**config.mk**
```make
export PLATFORM = sky130hd
export DESIGN_NAME = filled_circle_span_generator
export DESIGN_NICKNAME = d
export VERILOG_FILES = /design/src/hw/rtl/fcsg_pkg.sv /design/src/hw/rtl/filled_circle_span_generator.sv
export VERILOG_INCLUDE_DIRS = /design/src /design/src/hw/rtl
export SDC_FILE = /design/constraint.sdc
export NUM_CORES = 1
export LEC_CHECK = 0
export ABC_AREA = 1
export BUFFER_PORTS_ARGS = -buffer_cell sky130_fd_sc_hd__buf_2
export CAP_MARGIN = 20
export CORE_ASPECT_RATIO = 0.6
export CORE_MARGIN = 2
export CORE_UTILIZATION = 55
export CTS_CLUSTER_SIZE = 40
export DETAILED_ROUTE_END_ITERATION = 16
export HOLD_SLACK_MARGIN = 0.03
export PLACE_DENSITY = 0.77
export SYNTH_ARGS = -nofsm -noshare
export SYNTH_HDL_FRONTEND = slang
export SYNTH_SLANG_ARGS = --single-unit
```
**constraint.sdc**
```tcl
create_clock -name clk_i -period 5 [get_ports clk_i]
set_input_delay 0.25 -clock clk_i [delete_from_list [all_inputs] [get_ports clk_i]]
set_output_delay 0.25 -clock clk_i [all_outputs]
set_load 0.02 [all_outputs]
```
**src/hw/rtl/filled_circle_span_generator_assert.svh**
```systemverilog
// assertion macros for the filled circle span generator
// depends on nothing; define NO_ASSERTIONS to compile them out
`ifndef FILLED_CIRCLE_SPAN_GENERATOR_ASSERT_SVH
`define FILLED_CIRCLE_SPAN_GENERATOR_ASSERT_SVH
`ifndef NO_ASSERTIONS
// property checked on every clock edge outside reset
`define FCSG_ASSERT(lbl, clk, rstn, prop) \
  lbl: assert property (@(posedge clk) disable iff (!rstn) (prop)) \
    else $error("fcsg assertion failed");
// property checked on every clock edge, reset included
`define FCSG_ASSERT_ALWAYS(lbl, clk, prop) \
  lbl: assert property (@(posedge clk) (prop)) \
    else $error("fcsg assertion failed");
`else
`define FCSG_ASSERT(lbl, clk, rstn, prop)
`define FCSG_ASSERT_ALWAYS(lbl, clk, prop)
`endif
`endif

```
**src/hw/rtl/fcsg_pkg.sv**
```systemverilog
// shared types and constants for the filled circle span generator
// depends on nothing
package fcsg_pkg;

  localparam int WindowWidth  = 1024;
  localparam int WindowHeight = 1024;
  localparam int MaxRadius    = 20;
  localparam int ErrDivisor   = 16;
  localparam int ErrShift     = $clog2(ErrDivisor);
  localparam int MaxIters     = 16;
  localparam int IterW        = $clog2(MaxIters);

  localparam int InDataW  = 56;
  localparam int OutDataW = 56;

  typedef enum logic {
    ST_IDLE,
    ST_RUN
  } state_e;

  typedef enum logic [1:0] {
    PH_ROW_PLUS_INNER,
    PH_ROW_MINUS_INNER,
    PH_ROW_PLUS_OUTER,
    PH_ROW_MINUS_OUTER
  } phase_e;

endpackage

```
**src/hw/rtl/filled_circle_span_generator.sv**
```systemverilog
// filled circle span generator: midpoint circle iteration emitting clipped spans
// depends on fcsg_pkg and filled_circle_span_generator_assert.svh
//
// usage
//   one command item enters on the s_axis channel: center column, center row,
//   radius and color. the block walks the midpoint circle (error term seeded
//   with radius/16) and sends four horizontal span items per iteration on the
//   m_axis channel, the last span of a circle flagged by m_axis_tlast.
//   spans are clipped to the window; a span wholly outside still comes out,
//   with tuser (visible) low and row and columns zero.
// timing
//   a taken command puts the sequencer in ST_RUN; from there spans enter the
//   output register one per cycle while the receiver takes them. one span
//   calculator (row add, two column adds, clip compares) is reused for each of
//   the four spans of an iteration, and the error update rides on the fourth.
//   a circle of n iterations gives 4n spans, n = about 0.71*radius + 1
//   (at most 60 spans, 15 iterations, for the largest radius); the next
//   command is taken once the final span is in the output register.
// reset and stall
//   rst_ni clears the sequencer and drops m_axis_tvalid. when the receiver
//   stalls the output register holds its span and the sequencer waits.
module filled_circle_span_generator (
  input  logic                          clk_i,
  input  logic                          rst_ni,
  input  logic                          s_axis_tvalid,
  output logic                          s_axis_tready,
  // center_x[12:0], center_y[25:13], radius[30:26], color[54:31], zero[55]
  input  logic [fcsg_pkg::InDataW-1:0]  s_axis_tdata,
  output logic                          m_axis_tvalid,
  input  logic                          m_axis_tready,
  // row[9:0], x_start[19:10], x_end[29:20], span_color[53:30], zero[55:54]
  output logic [fcsg_pkg::OutDataW-1:0] m_axis_tdata,
  // visible[0]
  output logic                          m_axis_tuser,
  output logic                          m_axis_tlast
);
  import fcsg_pkg::*;

  `include "filled_circle_span_generator_assert.svh"

  localparam logic [4:0]        MaxRad  = 5'(MaxRadius);
  localparam logic signed [13:0] WinW   = 14'(WindowWidth);
  localparam logic signed [13:0] WinH   = 14'(WindowHeight);
  localparam logic [IterW-1:0]  LastIt  = IterW'(MaxIters - 1);

  // command fields
  logic signed [12:0] in_x, in_y;
  logic [4:0]         in_r, r_sat;
  logic [23:0]        in_color;

  // sequencer and circle state
  state_e             state_q, state_d;
  phase_e             phase_q, phase_d;
  logic signed [12:0] cx_q, cx_d, cy_q, cy_d;
  logic signed [5:0]  outer_q, outer_d;   // goes below zero only when a circle ends
  logic [4:0]         inner_q, inner_d;
  logic [7:0]         err_q, err_d;
  logic [IterW-1:0]   iter_q, iter_d;
  logic [23:0]        color_q, color_d;

  // output register
  logic        ovalid_q, ovalid_d;
  logic [9:0]  row_q, row_d, xs_q, xs_d, xe_q, xe_d;
  logic        vis_q, vis_d, olast_q, olast_d;
  logic [23:0] ocolor_q, ocolor_d;

  // shared span unit
  logic [4:0]         off, half;
  logic               row_sub;
  logic signed [13:0] cx_w, cy_w, off_w, half_w, row_w, xs_w, xe_w;
  logic               vis;

  // iteration update
  logic [4:0]         inner_n;
  logic [8:0]         err_sum;
  logic signed [9:0]  err_diff;
  logic signed [5:0]  outer_n;
  logic [7:0]         err_n;
  logic               circle_done;

  logic cmd_take, advance;

  assign in_x     = s_axis_tdata[12:0];
  assign in_y     = s_axis_tdata[25:13];
  assign in_r     = s_axis_tdata[30:26];
  assign in_color = s_axis_tdata[54:31];
  assign r_sat    = (in_r > MaxRad) ? MaxRad : in_r;

  assign s_axis_tready = (state_q == ST_IDLE);
  assign cmd_take      = s_axis_tvalid && s_axis_tready;
  // while running, a new span is made whenever the output register is free or being emptied
  assign advance       = (state_q == ST_RUN) && (!ovalid_q || m_axis_tready);

  // pick row offset and half width for the current phase
  always_comb begin
    case (phase_q)
      PH_ROW_PLUS_INNER: begin
        off = inner_q; half = outer_q[4:0]; row_sub = 1'b0;
      end
      PH_ROW_MINUS_INNER: begin
        off = inner_q; half = outer_q[4:0]; row_sub = 1'b1;
      end
      PH_ROW_PLUS_OUTER: begin
        off = outer_q[4:0]; half = inner_q; row_sub = 1'b0;
      end
      PH_ROW_MINUS_OUTER: begin
        off = outer_q[4:0]; half = inner_q; row_sub = 1'b1;
      end
      default: begin
        off = inner_q; half = outer_q[4:0]; row_sub = 1'b0;
      end
    endcase
  end

  assign cx_w   = {cx_q[12], cx_q};
  assign cy_w   = {cy_q[12], cy_q};
  assign off_w  = $signed({9'b0, off});
  assign half_w = $signed({9'b0, half});
  assign row_w  = row_sub ? (cy_w - off_w) : (cy_w + off_w);
  assign xs_w   = cx_w - half_w;
  assign xe_w   = cx_w + half_w;
  assign vis    = (row_w >= 14'sd0) && (row_w < WinH) && (xe_w >= 14'sd0) && (xs_w < WinW);

  // midpoint step applied after the fourth span
  assign inner_n  = inner_q + 5'd1;
  assign err_sum  = {1'b0, err_q} + {4'b0, inner_n};
  assign err_diff = $signed({1'b0, err_sum}) - $signed({4'b0, outer_q});
  assign outer_n  = (err_diff >= 10'sd0) ? (outer_q - 6'sd1) : outer_q;
  assign err_n    = (err_diff >= 10'sd0) ? err_diff[7:0] : err_sum[7:0];
  assign circle_done = ($signed({1'b0, inner_n}) > outer_n) || (iter_q == LastIt);

  always_comb begin
    state_d  = state_q;
    phase_d  = phase_q;
    cx_d     = cx_q;
    cy_d     = cy_q;
    outer_d  = outer_q;
    inner_d  = inner_q;
    err_d    = err_q;
    iter_d   = iter_q;
    color_d  = color_q;
    ovalid_d = ovalid_q && !m_axis_tready;
    row_d    = row_q;
    xs_d     = xs_q;
    xe_d     = xe_q;
    vis_d    = vis_q;
    olast_d  = olast_q;
    ocolor_d = ocolor_q;

    if (cmd_take) begin
      state_d = ST_RUN;
      phase_d = PH_ROW_PLUS_INNER;
      cx_d    = in_x;
      cy_d    = in_y;
      outer_d = $signed({1'b0, r_sat});
      inner_d = 5'd0;
      err_d   = {3'b0, r_sat >> ErrShift};
      iter_d  = '0;
      color_d = in_color;
    end

    if (advance) begin
      ovalid_d = 1'b1;
      vis_d    = vis;
      ocolor_d = color_q;
      olast_d  = 1'b0;
      if (vis) begin
        row_d = row_w[9:0];
        xs_d  = (xs_w < 14'sd0) ? 10'd0 : xs_w[9:0];
        xe_d  = (xe_w > (WinW - 14'sd1)) ? 10'(WindowWidth - 1) : xe_w[9:0];
      end else begin
        row_d = 10'd0;
        xs_d  = 10'd0;
        xe_d  = 10'd0;
      end
      if (phase_q == PH_ROW_MINUS_OUTER) begin
        inner_d = inner_n;
        outer_d = outer_n;
        err_d   = err_n;
        iter_d  = iter_q + IterW'(1);
        phase_d = PH_ROW_PLUS_INNER;
        if (circle_done) begin
          olast_d = 1'b1;
          state_d = ST_IDLE;
        end
      end else begin
        phase_d = phase_e'(phase_q + 2'd1);
      end
    end
  end

  always_ff @(posedge clk_i or negedge rst_ni) begin
    if (!rst_ni) begin
      state_q  <= ST_IDLE;
      phase_q  <= PH_ROW_PLUS_INNER;
      ovalid_q <= 1'b0;
      cx_q     <= '0;
      cy_q     <= '0;
      outer_q  <= '0;
      inner_q  <= '0;
      err_q    <= '0;
      iter_q   <= '0;
      color_q  <= '0;
    end else begin
      state_q  <= state_d;
      phase_q  <= phase_d;
      ovalid_q <= ovalid_d;
      cx_q     <= cx_d;
      cy_q     <= cy_d;
      outer_q  <= outer_d;
      inner_q  <= inner_d;
      err_q    <= err_d;
      iter_q   <= iter_d;
      color_q  <= color_d;
    end
  end

  // span payload, no reset needed
  always_ff @(posedge clk_i) begin
    row_q    <= row_d;
    xs_q     <= xs_d;
    xe_q     <= xe_d;
    vis_q    <= vis_d;
    olast_q  <= olast_d;
    ocolor_q <= ocolor_d;
  end

  assign m_axis_tvalid = ovalid_q;
  assign m_axis_tdata  = {2'b0, ocolor_q, xe_q, xs_q, row_q};
  assign m_axis_tuser  = vis_q;
  assign m_axis_tlast  = olast_q;

  // iteration only runs while the outer offset has not passed the inner one
  `FCSG_ASSERT(a_loop_bound, clk_i, rst_ni, (state_q == ST_RUN) |-> ($signed({1'b0, inner_q}) <= outer_q))
  // a taken command restarts the sequencer at the first phase
  `FCSG_ASSERT(a_cmd_start, clk_i, rst_ni, cmd_take |=> (state_q == ST_RUN && phase_q == PH_ROW_PLUS_INNER && inner_q == 5'd0))
  // invisible spans carry zero coordinates
  `FCSG_ASSERT(a_invis_zero, clk_i, rst_ni, (m_axis_tvalid && !m_axis_tuser) |-> (m_axis_tdata[29:0] == 30'd0))
  // a visible span never runs backward
  `FCSG_ASSERT(a_vis_order, clk_i, rst_ni, (m_axis_tvalid && m_axis_tuser) |-> (xs_q <= xe_q))
  // error term stays small during a circle
  `FCSG_ASSERT_ALWAYS(a_err_small, clk_i, (state_q == ST_RUN) |-> (err_q < 8'd64))

endmodule

```
==> metrics.cfg <==
[run_status]
status=finished, final reports clean

[routing]
vias=6576
detail-route-antenna-nets=0
dr.first_iter.drc_count=512
wl_per_cell_um=14.0
firstDrtPassIters=5
drt_wl_total_um=18100
drt-vias-per-instance=5.08
drc=0

[timing]
layout_min_cycle_time_ns=4.52
fmaxAchievable_ghz=0.221
tightest_slew_ns=0.714
finalHoldViolations=0
holdWs_ns=0.0405
relSlewSlack_pct=52.4
tns_ns=0
finClkSkew_ns=0.00674
fin_crit_sh_pct=90.4
slew_viol_final=0
grt_setup_unrepaired=no
setup_viol_count_final=0

[setup_path]
worstPathRequired_ns=5.16
path_class=reg2reg
worst_ep_arrival_time_ns=4.68
ff2ff_setup_slack_ns=0.48
r2r_cells=26
end_kind=flop
startpoint_type=flop
cp_max_fo=11

[floorplanning]
dieArea_um2=15200
num_io_pins=120
rows=33
die_w_um=158
die_h_um=96.2
initial_core_util_pct=56.6
core_area_um2=13700

[min_path]
hold_depth=3
hp-class=in2reg

[cells_and_area]
nNetsFinal=1203
fillCellCount=1152
antenna_cells=0
fin_util_pct=67.5
drive_above_1_share_pct=16.7
syn_to_final_growth_pct=19.3

[placed_design]
gp_congestion=0.936
port_buffers=116
place_hpwl_um=13200

[synthesis]
synth_top_family_by_area=simple AND/OR/NAND/NOR gates
synth_edf_count=56
syn_area_per_cell_um2=8.14
synth.most_common_cell=nand2_1
netlist_area_um2=7780
synth_fa_ha_area_share_pct=9.16
synth.distinct_cells=40
yosys_most_used_dff=dfrtp_1
synth-warning-count=0
synth_xor_xnor_area_share_pct=4.39
synth_top_area_share_pct=24.8
synth_common_cells=323 x nand2_1, 117 x inv_1, 77 x dfrtp_1, 70 x nor2_1, 56 x edfxtp_1
synth-compound-area-share_pct=7.23
seq_area_frac_synth_pct=46.4
yosysTopAreaCell=dfrtp_1
ys_async_sr_fraction_pct=57.9
synth_mux_area_share_pct=0
synth_seq_cells=133
synth-simple-area-share_pct=25.4
synth_area_leaders=dfrtp_1 25%, edfxtp_1 22%, nand2_1 16%
syn_inst=956

[global_routing]
grt_first_pass_wirelength_um=29100
grt-ovfl-total=0
grt_max_degree=75
first_global_vias=5954
antenna_found_initial=0
grtUsageTotal_pct=24.8

[clocking]
clk_pin_slew_ns=0.06
cts_tree=built
cts_htree_levels=4
clockBufferDepth=2
cts_root_buf=clkbuf_16
clock-sinks=133
cts_buffers=17
clk_latency_ns=0.41

[job]
cap_viol_max_count=0

## cell families (layout without fill, tap and decap cells)
group,after synthesis,count (layout)
compound gates,103,103
buf+inv,144,289
flops,133,133
other cells,1,2
xor+xnor,39,39
simple gates,482,482
fa+ha+maj,54,54
## worst paths after layout
| path | endpoint | startpoint |
|---|---|---|
| max | m_axis_tlast | inner_q[0] |
| min | cx_q[3] | s_axis_tdata[3] |
| max reg2reg | m_axis_tlast | inner_q[0] |
| min reg2reg | ocolor_q[3] | color_q[3] |
| max in group asynchronous | cx_q[5] | rst_ni |
| min in group asynchronous | err_q[6] | rst_ni |
## critical path, cell delays in order (launching register included)
cell     delay, ns
dfrtp_1       0.43
nand3_1       0.12
xor2_1        0.20
inv_1         0.10
ha_1          0.38
nand2_1       0.09
nand2_1       0.06
a31oi_1       0.18
xor2_1        0.17
inv_1         0.07
ha_1          0.33
nand2_1       0.10
inv_1         0.04
nand2_1       0.05
nand3_1       0.13
nand2_1       0.12
nand2_1       0.07
inv_1         0.08
nand3_2       0.25
o21ai_1       0.26
inv_1         0.07
ha_1          0.29
a21oi_1       0.17
o21ai_0       0.13
a21oi_1       0.16
o21a_1        0.16
a21oi_1       0.07
## cell type report
cell class              count  area, µm²  area share (%)
flip-flops and latches    133       3610            38.9
multi-input cells         680       3610            38.8
repair buffers            137        788            8.49
inverters                 120        450            4.85
clock buffers              18        439            4.73
well taps                 192        240            2.59
clock inverters            14        154            1.66
## layer usage
layer  GRT usage, %  routed length (µm)  vias to the layer above
met3           5.13                1510                       14
met2           34.8                7340                      271
li1               -                   -                     3327
met5              0                   0                        -
met1           39.2                9160                     2964
met4           4.85                 102                        0
## layout by cell type (no fill, tap or decap), types with 9 or more instances in the layout
cell type,instances
buf_4,10
nand2_1,323
buf_2,115
nand3_1,50
dfrtp_1,77
xnor2_1,10
nor2_1,70
clkbuf_16,17
o21ai_0,43
xor2_1,29
ha_1,49
inv_1,115
nor3_1,9
edfxtp_1,56
a21oi_1,34
dlygate4sd3_1,11
## per-stage QoR
stage,area [µm²],instances,worst slack (ns)
after floorplan,7790,957,1.06
after global routing,9290,1294,0.144
final,9290,1294,0.482
after global placement,8550,1250,0.484
after CTS,9250,1293,0.390
after detailed placement,8550,1250,0.425
## timing repair
action | in CTS | in global routing
setup endpoints to repair | 0 | 2
hold buffers | 11 | 0
setup buffers | 0 | 0
resized for setup | 0 | 1
endpoints found under the hold margin | 13 | 0
## registers in the layout (all words and copies together) (netlist names)
name	flops
inner_q	5
m_axis_tvalid	1
iter_q	4
row_q	10
outer_q	6
state_q	1
phase_q	2
m_axis_tlast	1
cy_q	13
xe_q	10
ocolor_q	24
err_q	8
cx_q	13
m_axis_tuser	1
xs_q	10
color_q	24
Power is left out: the tool's default activity adds up to more than one toggle a clock period on the data nets, which glitch-free logic cannot reach.
